--- src/rtl/swss_pkg.sv ---
`timescale 1ns / 1ps

package swss_pkg;

  // Default sizes of the sample ring and of a timestamp.
  localparam int unsigned DEPTH_DEF     = 64;
  localparam int unsigned TIME_BITS_DEF = 48;

  // Fixed field and register widths.
  localparam int unsigned VALUE_W = 64;
  localparam int unsigned DRAW_W  = 32;
  localparam int unsigned CNT_W   = 32;
  localparam int unsigned COUNT_W = 7;
  localparam int unsigned MODE_W  = 2;
  localparam int unsigned WENT_W  = 7;
  localparam int unsigned WTIME_W = 40;
  localparam int unsigned CFG_W   = 64;
  localparam int unsigned PADDR_W = 5;
  localparam int unsigned PROD_W  = DRAW_W + CNT_W;

  // Item kinds carried in the input tuser.
  localparam logic [MODE_W-1:0] MODE_UPDATE   = 2'd0;
  localparam logic [MODE_W-1:0] MODE_SNAPSHOT = 2'd1;
  localparam logic [MODE_W-1:0] MODE_CLEAR    = 2'd2;

  // Register indexes, taken from paddr[4:3].
  localparam logic [1:0] REG_WINDOW_ENTRIES = 2'd0;
  localparam logic [1:0] REG_WINDOW_TIME    = 2'd1;
  localparam logic [1:0] REG_SLICE_TIME     = 2'd2;

  // Register reset values.
  localparam logic [WENT_W-1:0]  WINDOW_ENTRIES_RST = 7'd64;
  localparam logic [WTIME_W-1:0] WINDOW_TIME_RST    = 40'd60000000;
  localparam logic [WTIME_W-1:0] SLICE_TIME_RST     = 40'd937500;

  typedef enum logic [3:0] {
    ST_IDLE,
    ST_DECODE,
    ST_UPD_SLICE,
    ST_EXP_CHK,
    ST_EXP_RD,
    ST_DECIDE,
    ST_MUL,
    ST_REPL,
    ST_TRIM,
    ST_RESP,
    ST_SNAP_OUT
  } state_e;

  // Commands from the controller to the datapath.
  typedef struct packed {
    logic capture;
    logic trd_newest;
    logic trd_oldest;
    logic slice_chk;
    logic pop;
    logic count_inc;
    logic mul;
    logic replace;
    logic append;
    logic trim;
    logic clear;
    logic snap_first;
    logic snap_next;
    logic out_load;
    logic out_snap;
  } cmd_t;

  // Status from the datapath to the controller.
  typedef struct packed {
    logic [MODE_W-1:0] mode;
    logic              occ_zero;
    logic              occ_one;
    logic              beyond_win;
    logic              in_slice;
    logic              snap_last;
    logic              out_free;
  } status_t;

endpackage

--- src/rtl/swss_ctrl.sv ---
`timescale 1ns / 1ps

module swss_ctrl (
  input  logic             clk_i,
  input  logic             rst_ni,
  input  logic             s_axis_tvalid,
  output logic             s_axis_tready,
  input  swss_pkg::status_t status_i,
  output swss_pkg::cmd_t   cmd_o
);

  swss_pkg::state_e state_q, state_d;

  // State register.
  always_ff @(posedge clk_i or negedge rst_ni) begin
    if (!rst_ni) begin
      state_q <= swss_pkg::ST_IDLE;
    end else begin
      state_q <= state_d;
    end
  end

  // Next state and commands.
  always_comb begin
    state_d       = state_q;
    cmd_o         = '0;
    s_axis_tready = 1'b0;
    unique case (state_q)
      swss_pkg::ST_IDLE: begin
        s_axis_tready = 1'b1;
        if (s_axis_tvalid) begin
          cmd_o.capture = 1'b1;
          state_d       = swss_pkg::ST_DECODE;
        end
      end
      swss_pkg::ST_DECODE: begin
        unique case (status_i.mode)
          swss_pkg::MODE_UPDATE: begin
            if (status_i.occ_zero) begin
              state_d = swss_pkg::ST_DECIDE;
            end else begin
              cmd_o.trd_newest = 1'b1;
              state_d          = swss_pkg::ST_UPD_SLICE;
            end
          end
          swss_pkg::MODE_SNAPSHOT: begin
            if (status_i.occ_zero) begin
              state_d = swss_pkg::ST_RESP;
            end else begin
              cmd_o.snap_first = 1'b1;
              state_d          = swss_pkg::ST_SNAP_OUT;
            end
          end
          swss_pkg::MODE_CLEAR: begin
            cmd_o.clear = 1'b1;
            state_d     = swss_pkg::ST_RESP;
          end
          default: begin
            state_d = swss_pkg::ST_RESP;
          end
        endcase
      end
      // Newest timestamp is ready: settle the slice test, fetch the oldest.
      swss_pkg::ST_UPD_SLICE: begin
        cmd_o.slice_chk  = 1'b1;
        cmd_o.trd_oldest = 1'b1;
        state_d          = swss_pkg::ST_EXP_CHK;
      end
      // Oldest timestamp is ready: drop it if it has expired.
      swss_pkg::ST_EXP_CHK: begin
        if (status_i.beyond_win) begin
          cmd_o.pop = 1'b1;
          if (status_i.occ_one) begin
            state_d = swss_pkg::ST_DECIDE;
          end else begin
            state_d = swss_pkg::ST_EXP_RD;
          end
        end else begin
          state_d = swss_pkg::ST_DECIDE;
        end
      end
      swss_pkg::ST_EXP_RD: begin
        cmd_o.trd_oldest = 1'b1;
        state_d          = swss_pkg::ST_EXP_CHK;
      end
      swss_pkg::ST_DECIDE: begin
        if (!status_i.occ_zero && status_i.in_slice) begin
          cmd_o.count_inc = 1'b1;
          state_d         = swss_pkg::ST_MUL;
        end else begin
          cmd_o.append = 1'b1;
          state_d      = swss_pkg::ST_TRIM;
        end
      end
      swss_pkg::ST_MUL: begin
        cmd_o.mul = 1'b1;
        state_d   = swss_pkg::ST_REPL;
      end
      swss_pkg::ST_REPL: begin
        cmd_o.replace = 1'b1;
        state_d       = swss_pkg::ST_RESP;
      end
      swss_pkg::ST_TRIM: begin
        cmd_o.trim = 1'b1;
        state_d    = swss_pkg::ST_RESP;
      end
      swss_pkg::ST_RESP: begin
        if (status_i.out_free) begin
          cmd_o.out_load = 1'b1;
          state_d        = swss_pkg::ST_IDLE;
        end
      end
      // One stored value per transfer; the next read is issued as one leaves.
      swss_pkg::ST_SNAP_OUT: begin
        if (status_i.out_free) begin
          cmd_o.out_load = 1'b1;
          cmd_o.out_snap = 1'b1;
          if (status_i.snap_last) begin
            state_d = swss_pkg::ST_IDLE;
          end else begin
            cmd_o.snap_next = 1'b1;
          end
        end
      end
      default: begin
        state_d = swss_pkg::ST_IDLE;
      end
    endcase
  end

endmodule

--- config.mk ---
export PLATFORM = sky130hd
export DESIGN_NAME = swss_ctrl
export DESIGN_NICKNAME = d
export VERILOG_FILES = /design/src/rtl/swss_pkg.sv /design/src/rtl/swss_ctrl.sv
export SDC_FILE = /design/constraint.sdc
export NUM_CORES = 1
export LEC_CHECK = 0
export BUFFER_PORTS_ARGS = -buffer_cell sky130_fd_sc_hd__buf_4
export CAP_MARGIN = 15
export CORE_AREA = 2 2 39 41
export CTS_CLUSTER_SIZE = 16
export DETAILED_ROUTE_END_ITERATION = 6
export DIE_AREA = 0 0 41 43
export PLACE_DENSITY_LB_ADDON = 0.15
export SETUP_SLACK_MARGIN = 0.1
export SYNTH_ARGS = -nofsm -noshare
export SYNTH_HDL_FRONTEND = slang
export SYNTH_SLANG_ARGS = --single-unit
--- constraint.sdc ---
create_clock -name clk_i -period 2.25 [get_ports clk_i]
set_clock_uncertainty 0.1 [all_clocks]
set_input_delay 0.225 -clock clk_i [delete_from_list [all_inputs] [get_ports clk_i]]
set_output_delay 0.225 -clock clk_i [all_outputs]
set_load 0.02 [all_outputs]
# ---- After elaboration in Yosys (flattened, before gate mapping)
# Index checks and enable logic that the tools add are counted.
dict set report word_totals {
  register_bits 4
  inputBits 11
  out_inout_bits 16
  word_cells 61
}
dict set report classes {
  n_eq_ne 16
  mux 37
  n_reduce_logical 7
}
# operator n
set ops {}
lappend ops {{$pmux 4 s9} 1}
lappend ops {{$mux 1} 25}
lappend ops {{$mux 4} 5}
lappend ops {{$eq 4x3->1 const B} 4}
lappend ops {{$eq 4x4->1 const B} 3}
lappend ops {{$eq 4x2->1 const B} 2}
lappend ops {{$ne 2x2->1 const B} 4}
lappend ops {{$pmux 4 s2} 1}
lappend ops {{$mux 3} 2}
lappend ops {{$eq 4x1->1 const B} 1}
lappend ops {{$logic_not 4->1} 1}
lappend ops {{$mux 2} 2}
lappend ops {{$reduce_and 4->1} 1}
lappend ops {{$reduce_or 2->1} 2}
lappend ops {{$eq 2x1->1 const B} 1}
lappend ops {{$eq 2x2->1 const B} 1}
lappend ops {{$logic_not 2->1} 1}
lappend ops {{$pmux 1 s2} 1}
lappend ops {{$logic_and 1x1->1} 1}
lappend ops {{$logic_not 1->1} 1}

# ---- Depth between registers and ports, before layout
# Gate-level depths: netlist (run 1).
dict set report depth {
  ltp_word 4
  mapped_depth 5
  ltp_nobuf 4
}

# ---- Least setup slack after synthesis (run 1)
# No wires, ideal clock.
dict set report synth_timing {
  kind {register -> output}
  start {register state_q[3]}
  end {output port cmd_o[4] in the netlist's numbering}
  arrival_time_ns 1.384
  t_required_ns 1.925
  path_slack_ns 0.541
  path_stages_with_launch 4
  path_buffers 1
  path_cell_list {dfrtp_1 > or2_1 > buf_6 > nor4_1}
}
# item line_no
set synth_rtl {}
lappend synth_rtl {{from (decl)} swss_ctrl.sv:12} ;# swss_pkg::state_e state_q, state_d;
lappend synth_rtl {{from (signal assigned)} swss_ctrl.sv:17} ;# state_q <= swss_pkg::ST_IDLE;
lappend synth_rtl {{from (signal assigned)} swss_ctrl.sv:19} ;# state_q <= state_d;
lappend synth_rtl {{to (decl)} swss_ctrl.sv:9} ;# output swss_pkg::cmd_t cmd_o

==> summary.txt, run 1 <==
Detailed routing
  • DR WL/cell: 10.8 microns
  • First-pass iteration count of the detailed router: 4
  • Routed Antenna Nets: 0
  • Post-Route WL: 1.15 mm
  • Vias: 542
  • Starting DRT DRC Count: 2
  • DRC Markers: 0
  • Vias per std cell: 5.07

Finish
  • Footprint of the multi-input gates: 317 sq um
  • Area grow syn2layout: 38.2%
  • Inserted Diodes: 0
  • Top Registers: state_q: 4 flops
  • Final core utilization: 49.1%
  • Max FFs per register: 4
  • Finished Cell Area: 679 sq um
  • Share of cells above drive strength 1: 37.4%
  • # nets final: 104
  • Biggest register: state_q
  • Filler cells: 146
  • Reg area: 100 sq um

Power and ir drop
  • Final Power: 0.000723 W
  • P_leak: 0.321 nW
  • Peak supply drop: 605 uV
  • P per Cell Area: 1060 nW/um^2

Yosys
  • Most common cell in the netlist: nor2_1
  • Avg Inst Size Synth: 7.34 sq um
  • Ys Warns: 0
  • Synthesized area: 492 sq um
  • Seq/Total Area, Yosys: 20.4%
  • Top cell type's share of synthesized area: 20.4%
  • Yosys top cell by area: dfrtp_1
  • Synthesis-stage register bit count: 4
  • Fraction of registers with async set/reset: 100%
  • Synth unique cells: 30
  • Synth top cells by count: nor2_1 (12), nand2_1 (5), nor3_1 (5)
  • Post-synth EDFFs: 0
  • Net Count, Synth: 78
  • Cells after Synth: 67
  • Commonest register cell after synthesis: dfrtp_1
  • Main area contributors after synthesis: dfrtp_1 (20%), buf_6 (9.2%), nor2_1 (9.2%)

Worst setup path
  • Startpoint Class: register
  • Crit path DAT: 1.62 ns
  • CP required: 1.92 ns
  • Kind of critical path: reg -> out
  • CP endpoint kind: primary output
  • Worst-path maximum fanout: 13

CTS
  • TritonCTS clock tree: done
  • # resized after CTS: 0
  • CTS buffer count: 3
  • Clock Pin Slew Worst Setup and Hold Paths: 0.04 ns
  • Worst-skew pair later-pin latency: 0.23 ns
  • Clock Tree Buf Depth: 2
  • Htree depth: 1
  • Root buffer cell: clkbuf_4
  • # clock sinks: 4
  • Post-CTS Setup Bufs: 0

Placed design
  • Port Buffers: 26
  • Pre-CTS setup slack: 0.531 ns
  • RD Place Congestion: 0.804
  • DP Area: 647 sq um
  • DP HPWL: 933 microns

GRT
  • Initial antenna violation count: 0
  • Vias in the first global route: 474
  • First-pass GRT wire length: 1.82 mm
  • Largest net degree at the start of global routing: 15
  • GRT Util Overall: 14.5%
  • Congestion Overflow GR: 0

Timing
  • Post-route minimum period: 1.95 ns
  • Final Setup Violations: 0
  • Tcrit/Tclk final: 86.7%
  • Max Slew Vio Count: 0
  • FMAX: 513 MHz
  • RSZ-0062 raised after global routing: no
  • Fin. Hold Viols: 0
  • Post-route setup slack: 0.300 ns
  • Worst slew pin tran: 0.453 ns
  • TNS Setup: 0 ns
  • Relative slew margins: 69.8%

Die
  • Site Rows: 14
  • Starting Density: 35.5%
  • Core area: 1380 sq um
  • Die Ht: 43 microns
  • Io pins: 27
  • Die width: 41 microns
  • Die ar.: 1760 sq um

Status
  • Status: finished, final reports clean

Worst hold path
  • Hold WC Path Type: in -> reg

Flow run
  • Max Cap Viol: 0
==> through the flow <==
stage                     cells  hold WS, ns
final                       107        0.142
after global routing        107        0.125
after CTS                   107        0.128
after detailed placement    103      -0.0793
after global placement      103      -0.0789
after floorplan              67       -0.171
==> placed cells by master, fill, tap and decap left out, types with 2 or more instances in the layout <==
master,synthesis,layout
buf_4,2,26
nor2_1,12,12
nor3_1,5,5
nand2_1,5,5
inv_1,4,4
nand2b_1,4,4
a21oi_1,4,4
dfrtp_1,4,4
clkbuf_4,0,3
nor4_1,2,2
o21ai_0,2,2
==> power by group <==
group          switching [W]  internal [W]  total [W]  leakage (nW)
Sequential         0.0000872      0.000102   0.000190        0.0500
Combinational       0.000256      0.000193   0.000449         0.257
Clock              0.0000252     0.0000594  0.0000846        0.0138
==> final timing paths <==
kind,start,endpoint,slack (ns),cells after the start
hold reg to reg,state_q[3],state_q[2],0.43,1
max in group asynchronous,rst_ni,state_q[2],1.73,2
hold / removal,status_i[0],state_q[0],0.14,2
setup reg to reg,state_q[1],state_q[3],0.72,4
min in group asynchronous,rst_ni,state_q[1],0.22,2
setup / recovery,state_q[1],cmd_o[4],0.30,3
==> cell type report <==
class | count | share of cell area [%]
Inverter | 4 | 2.21
Multi-Input combinational cell | 53 | 46.6
Tap cell | 16 | 2.95
Clock buffer | 3 | 3.31
Timing Repair Buffer | 27 | 30.2
Sequential cell | 4 | 14.7
==> cell families after synthesis <==
| family | count (synthesis) | synth area share, % |
|---|---|---|
| muxes | 1 | 2.04 |
| xor gates and xnor gates | 1 | 1.78 |
| and+or+nand+nor | 37 | 40.7 |
| buffers and inverters | 10 | 15.3 |
| DFF | 4 | 20.4 |
| AOI/OAI and AO/OA | 14 | 19.8 |
==> what timing repair did <==
action / in CTS / in global routing
hold buffers: 1 / 0
hold endpoints to repair: 4 / 0
endpoints found under the setup margin: 0 / 0
==> worst max-delay path, stage by stage (launching register included) <==
cell	delay, ns
dfrtp_1	0.53
nand2b_1	0.36
nor4_1	0.31
buf_4	0.20
==> metal layers <==
layer	GRT usage, %	routed length, microns	vias to the layer above
li1	-	-	282
met2	22.5	574	11
met1	19.6	527	249
met3	1.57	51	0
met5	0	0	-
met4	6.00	0	0
(Power assumes the default switching activity.)
==> inputs of run 2 (changes only) <==
- CELL_PAD_IN_SITES_DETAIL_PLACEMENT: not set -> 1
- CELL_PAD_IN_SITES_GLOBAL_PLACEMENT: not set -> 1
- CORE_AREA: 2 2 39 41 -> not set
- CORE_UTILIZATION: not set -> 32
- CTS_BUF_LIST: not set -> sky130_fd_sc_hd__clkbuf_2
- DIE_AREA: 0 0 41 43 -> not set
==> run 2 against run 1 <==
Against the previous run:
- sequential share of layout area is 0.19 points higher
- maximum frequency fell by 1.8%
- cell area decreased by 1.3%
- final cell count shrank 0.93%
- critical endpoint is now cmd_o[13]
==> summary.txt, run 2 (synthesis results as in run 1) <==
Status
  • Status: finished, final reports clean

GRT
  • Congestion Overflow GR: 0
  • Initial antenna violation count: 0
  • First-pass GRT wire length: 1.93 mm
  • Vias in the first global route: 434
  • Largest net degree at the start of global routing: 15
  • GRT Util Overall: 17.3%

Die
  • Die ar.: 1700 sq um
  • Die width: 41.2 microns
  • Core area: 1370 sq um
  • Die Ht: 41.2 microns
  • Site Rows: 13
  • Starting Density: 36.0%
  • Io pins: 27

Timing
  • Max Slew Vio Count: 0
  • Worst slew pin tran: 0.473 ns
  • Final Setup Violations: 0
  • FMAX: 503 MHz
  • Post-route minimum period: 1.99 ns
  • TNS Setup: 0 ns
  • Tcrit/Tclk final: 88.3%
  • RSZ-0062 raised after global routing: no
  • Relative slew margins: 68.5%
  • Fin. Hold Viols: 0

Finish
  • Reg area: 100 sq um
  • Share of cells above drive strength 1: 37.4%
  • Inserted Diodes: 0
  • Filler cells: 192
  • Footprint of the multi-input gates: 317 sq um
  • # nets final: 104
  • Area grow syn2layout: 36.4%
  • Top Registers: state_q: 4 flops
  • Final cell count without fillers: 106
  • Max FFs per register: 4
  • Biggest register: state_q
  • Commonest cells after routing, fill and taps aside: buf_4 (26), nor2_1 (12), nor3_1 (5), nand2_1 (5)
  • Commonest non-fill, non-tap cell in the layout: buf_4

CTS
  • Root buffer cell: clkbuf_2
  • TritonCTS clock tree: done
  • Post-CTS Setup Bufs: 0
  • # resized after CTS: 0
  • CTS buffer count: 3
  • Worst-skew pair later-pin latency: 0.20 ns
  • # hold bufs at CTS: 1
  • Htree depth: 1
  • Clock Pin Slew Worst Setup and Hold Paths: 0.05 ns
  • Clock Tree Buf Depth: 2
  • # clock sinks: 4

Detailed routing
  • DRC Markers: 0
  • Post-Route WL: 1.37 mm
  • Vias: 548
  • Routed Antenna Nets: 0
  • First-pass iteration count of the detailed router: 4
  • Starting DRT DRC Count: 6
  • Vias per std cell: 5.17
  • DR WL/cell: 12.9 microns

Placed design
  • DP HPWL: 1.08 mm
  • RD Place Congestion: 0.717
  • Placed cells: 102
  • Port Buffers: 26

Worst setup path
  • CP required: 1.92 ns
  • Crit path DAT: 1.66 ns
  • Reg2reg start: state_q[1]
  • End of the critical path: cmd_o[13]
  • CP startpoint: state_q[1]
  • Kind of critical path: reg -> out
  • Critical R2R Capture: state_q[3]
  • Worst-case reg-to-reg path depth: 4
  • FF-to-FF setup slack: 0.64 ns
  • Startpoint Class: register
  • Worst-path maximum fanout: 13
  • CP endpoint kind: primary output

Power and ir drop
  • Peak supply drop: 367 uV
  • P per Cell Area: 1070 nW/um^2
  • P_leak: 0.319 nW

Worst hold path
  • Hold WC Path Type: in -> reg

Flow run
  • Max Cap Viol: 0
run 2: cell counts in the layout (fill, tap and decap cells not counted):
No cell type changed its count.
run 2: how the worst min path moves through the flow:
stage | start | slack [ns] | cells after the start | to
3_5_place_dp | rst_ni | -0.08 | 1 | state_q[0]
6_report | status_i[0] | 0.15 | 2 | state_q[0]
4_1_cts | status_i[0] | 0.15 | 2 | state_q[0]
3_3_place_gp | rst_ni | -0.08 | 1 | state_q[0]
2_1_floorplan | rst_ni | -0.17 | 0 | state_q[0]
5_1_grt | status_i[0] | 0.14 | 2 | state_q[0]
run 2: report_power, final:
part           switching (W)  leakage, nW  internal (W)
combinational       0.000267        0.257      0.000193
sequential         0.0000921       0.0500      0.000102
clock              0.0000294       0.0125     0.0000359
run 2: critical path: stages (launching register included):
cell and delay, ns:
dfrtp_1 0.54, nand2b_1 0.38, nor2_1 0.18, nand2_1 0.10, nor2_1 0.12, buf_4 0.15
run 2: metrics by stage:
stage	util (%)	power, W	area, sq um	hold WS [ns]	setup slack, ns
floorplan	-	0.000587	492	-0.171	0.541
global placement	47.3	0.000651	646	-0.0775	0.544
detailed placement	47.3	0.000659	646	-0.0785	0.484
CTS	49.1	0.000730	671	0.145	0.243
global route	49.1	0.000783	671	0.142	0.111
finish	49.1	0.000720	671	0.154	0.264
run 2: routing by layer:
| metal | global-route usage [%] | vias up | wire length (microns) |
|---|---|---|---|
| li1 | - | 285 | - |
| met1 | 24.8 | 248 | 687 |
| met2 | 25.8 | 15 | 614 |
| met3 | 3.26 | 0 | 64 |
| met4 | 4.84 | 0 | 0 |
| met5 | 0 | - | 0 |
run 2: layout make-up:
cell class                 count  area share, %
multi-input combinational     53           47.2
timing repair buffer          27           30.6
sequential                     4           14.9
tap                           15           2.80
clock buffer                   3           2.24
inverter                       4           2.24
==> inputs of run 3 (changes only) <==
- CORE_MARGIN: not set -> 8
- SLEW_MARGIN: not set -> 20
==> run 3 against run 2 <==
Against the previous run:
- critical endpoint is now cmd_o[4]
- via count increased by 2.9%
- utilization decreased by 3.3 points
- clock-buffer cell count unchanged
- clock power decreased by 5.1%
- power increased by 0.69%
- critical path type unchanged
- cell area increased by 0.37%
- largest cell class unchanged
- combinational power increased by 2%
- critical path depth decreased by 2
- largest power group unchanged
- hold slack improved by 0.0042 ns
==> summary.txt, run 3 (synthesis results as in run 1) <==
Status
  • Status: finished, final reports clean

Detailed routing
  • DRC Markers: 0
  • Starting DRT DRC Count: 4
  • Vias per std cell: 5.27
  • Vias: 564
  • Routed Antenna Nets: 0
  • DR WL/cell: 15.0 microns
  • Post-Route WL: 1.60 mm
  • First-pass iteration count of the detailed router: 4

GRT
  • Congestion Overflow GR: 0
  • Largest net degree at the start of global routing: 15
  • Initial antenna violation count: 0
  • Vias in the first global route: 597
  • First-pass GRT wire length: 2.74 mm
  • GRT Util Overall: 10.4%

Die
  • Site Rows: 14
  • Core area: 1470 sq um
  • Starting Density: 33.4%
  • Io pins: 27
  • Die ar.: 3050 sq um
  • Die width: 55.2 microns
  • Die Ht: 55.2 microns

Power and ir drop
  • Peak supply drop: 460 uV
  • P per Cell Area: 1080 nW/um^2
  • P_leak: 0.319 nW

CTS
  • TritonCTS clock tree: done
  • Clock Pin Slew Worst Setup and Hold Paths: 0.04 ns
  • Htree depth: 1
  • Post-CTS Setup Bufs: 0
  • Worst-skew pair later-pin latency: 0.20 ns
  • CTS buffer count: 3
  • Root buffer cell: clkbuf_2
  • Clock Tree Buf Depth: 2
  • # clock sinks: 4

Worst setup path
  • Startpoint Class: register
  • FF-to-FF setup slack: 0.61 ns
  • Reg2reg start: state_q[1]
  • Largest delay share family, worst path: simple AND/OR/NAND/NOR gates
  • End of the critical path: cmd_o[4]
  • Worst-path maximum fanout: 13
  • CP startpoint: state_q[1]
  • Worst-case reg-to-reg path depth: 4
  • Crit-path max cell delay: 0.54 ns
  • CP endpoint kind: primary output
  • WP depth: 3
  • CP required: 1.92 ns
  • Critical R2R Capture: state_q[3]
  • Crit path DAT: 1.63 ns
  • Buf/Inv on CP: 1
  • Critical path's slowest cell: dfrtp_1
  • Kind of critical path: reg -> out
  • Crit path cell chain: nand2b_1, nor4_1, buf_4

Timing
  • Tcrit/Tclk final: 86.7%
  • Post-route minimum period: 1.95 ns
  • Fin. Hold Viols: 0
  • FMAX: 512 MHz
  • Worst slew pin tran: 0.465 ns
  • Final Setup Violations: 0
  • Max Slew Vio Count: 0
  • Relative slew margins: 69.0%
  • TNS Setup: 0 ns
  • RSZ-0062 raised after global routing: no

Finish
  • Inserted Diodes: 0
  • Footprint of the multi-input gates: 317 sq um
  • Commonest cells after routing, fill and taps aside: buf_4 (26), nor2_1 (12), nor3_1 (5), nand2_1 (5)
  • Finished Cell Area: 673 sq um
  • Commonest non-fill, non-tap cell in the layout: buf_4
  • Max FFs per register: 4
  • Area grow syn2layout: 36.9%
  • Share of cells above drive strength 1: 38.5%
  • Filler cells: 202
  • Top Registers: state_q: 4 flops
  • Biggest register: state_q
  • Reg area: 101 sq um
  • # nets final: 104

Flow run
  • Max Cap Viol: 0

Placed design
  • DP HPWL: 1.31 mm
  • RD Place Congestion: 0.788
  • Port Buffers: 26
  • DP Area: 647 sq um

Worst hold path
  • Hold wc startpoint: status_i[0]
  • Hold WC Path Type: in -> reg
-- run 3: worst min path at each step --
stage | end | slack (ns) | depth (start not counted)
after floorplan | state_q[0] | -0.17 | 0
after global placement | state_q[3] | -0.08 | 1
after detailed placement | state_q[2] | -0.08 | 1
after CTS | state_q[0] | 0.16 | 2
after global routing | state_q[0] | 0.15 | 2
final | state_q[0] | 0.16 | 2
-- run 3: power by group --
part           internal, W  switching, W  total (W)
Sequential        0.000104     0.0000897   0.000194
Clock            0.0000359     0.0000262  0.0000620
Combinational     0.000193      0.000276   0.000469
Total             0.000333      0.000392   0.000725
-- run 3: worst reg2reg max path: cells and delay by family, from the launching register on --
family / cells / cell delay [ns]
and+or+nand+nor: 2 / 0.49
AOI/OAI and AO/OA: 2 / 0.30
DFF: 1 / 0.62
-- run 3: cell type report --
class,instances,area share [%]
Clock buffer,3,2.23
Sequential cell,4,15.1
Inverter,4,2.23
Tap cell,16,2.97
Timing Repair Buffer,27,30.5
Multi-Input combinational cell,53,47.0
-- run 3: through the flow --
stage / total power, W / std cells / hold WS, ns / setup WS [ns] / utilization, %
3_3_place_gp: 0.000660 / 103 / -0.0765 / 0.493 / 44.0
2_1_floorplan: 0.000587 / 67 / -0.171 / 0.541 / -
5_1_grt: 0.000789 / 107 / 0.148 / 0.139 / 45.7
6_report: 0.000725 / 107 / 0.158 / 0.299 / 45.7
4_1_cts: 0.000729 / 107 / 0.155 / 0.272 / 45.7
3_5_place_dp: 0.000661 / 103 / -0.0751 / 0.491 / 44.0
-- run 3: what timing repair did --
action / 4_1_cts / 5_1_grt
setup endpoints to repair: 0 / 1
hold endpoints to repair: 4 / 0
hold buffers: 1 / 0
gates resized for setup: 0 / 1
-- run 3: per-layer routing --
layer  wire length [microns]  global-route usage, %
met5                       0                      0
met4                      12                   3.17
met3                     106                   4.11
met2                     788                   16.7
met1                     696                   12.2
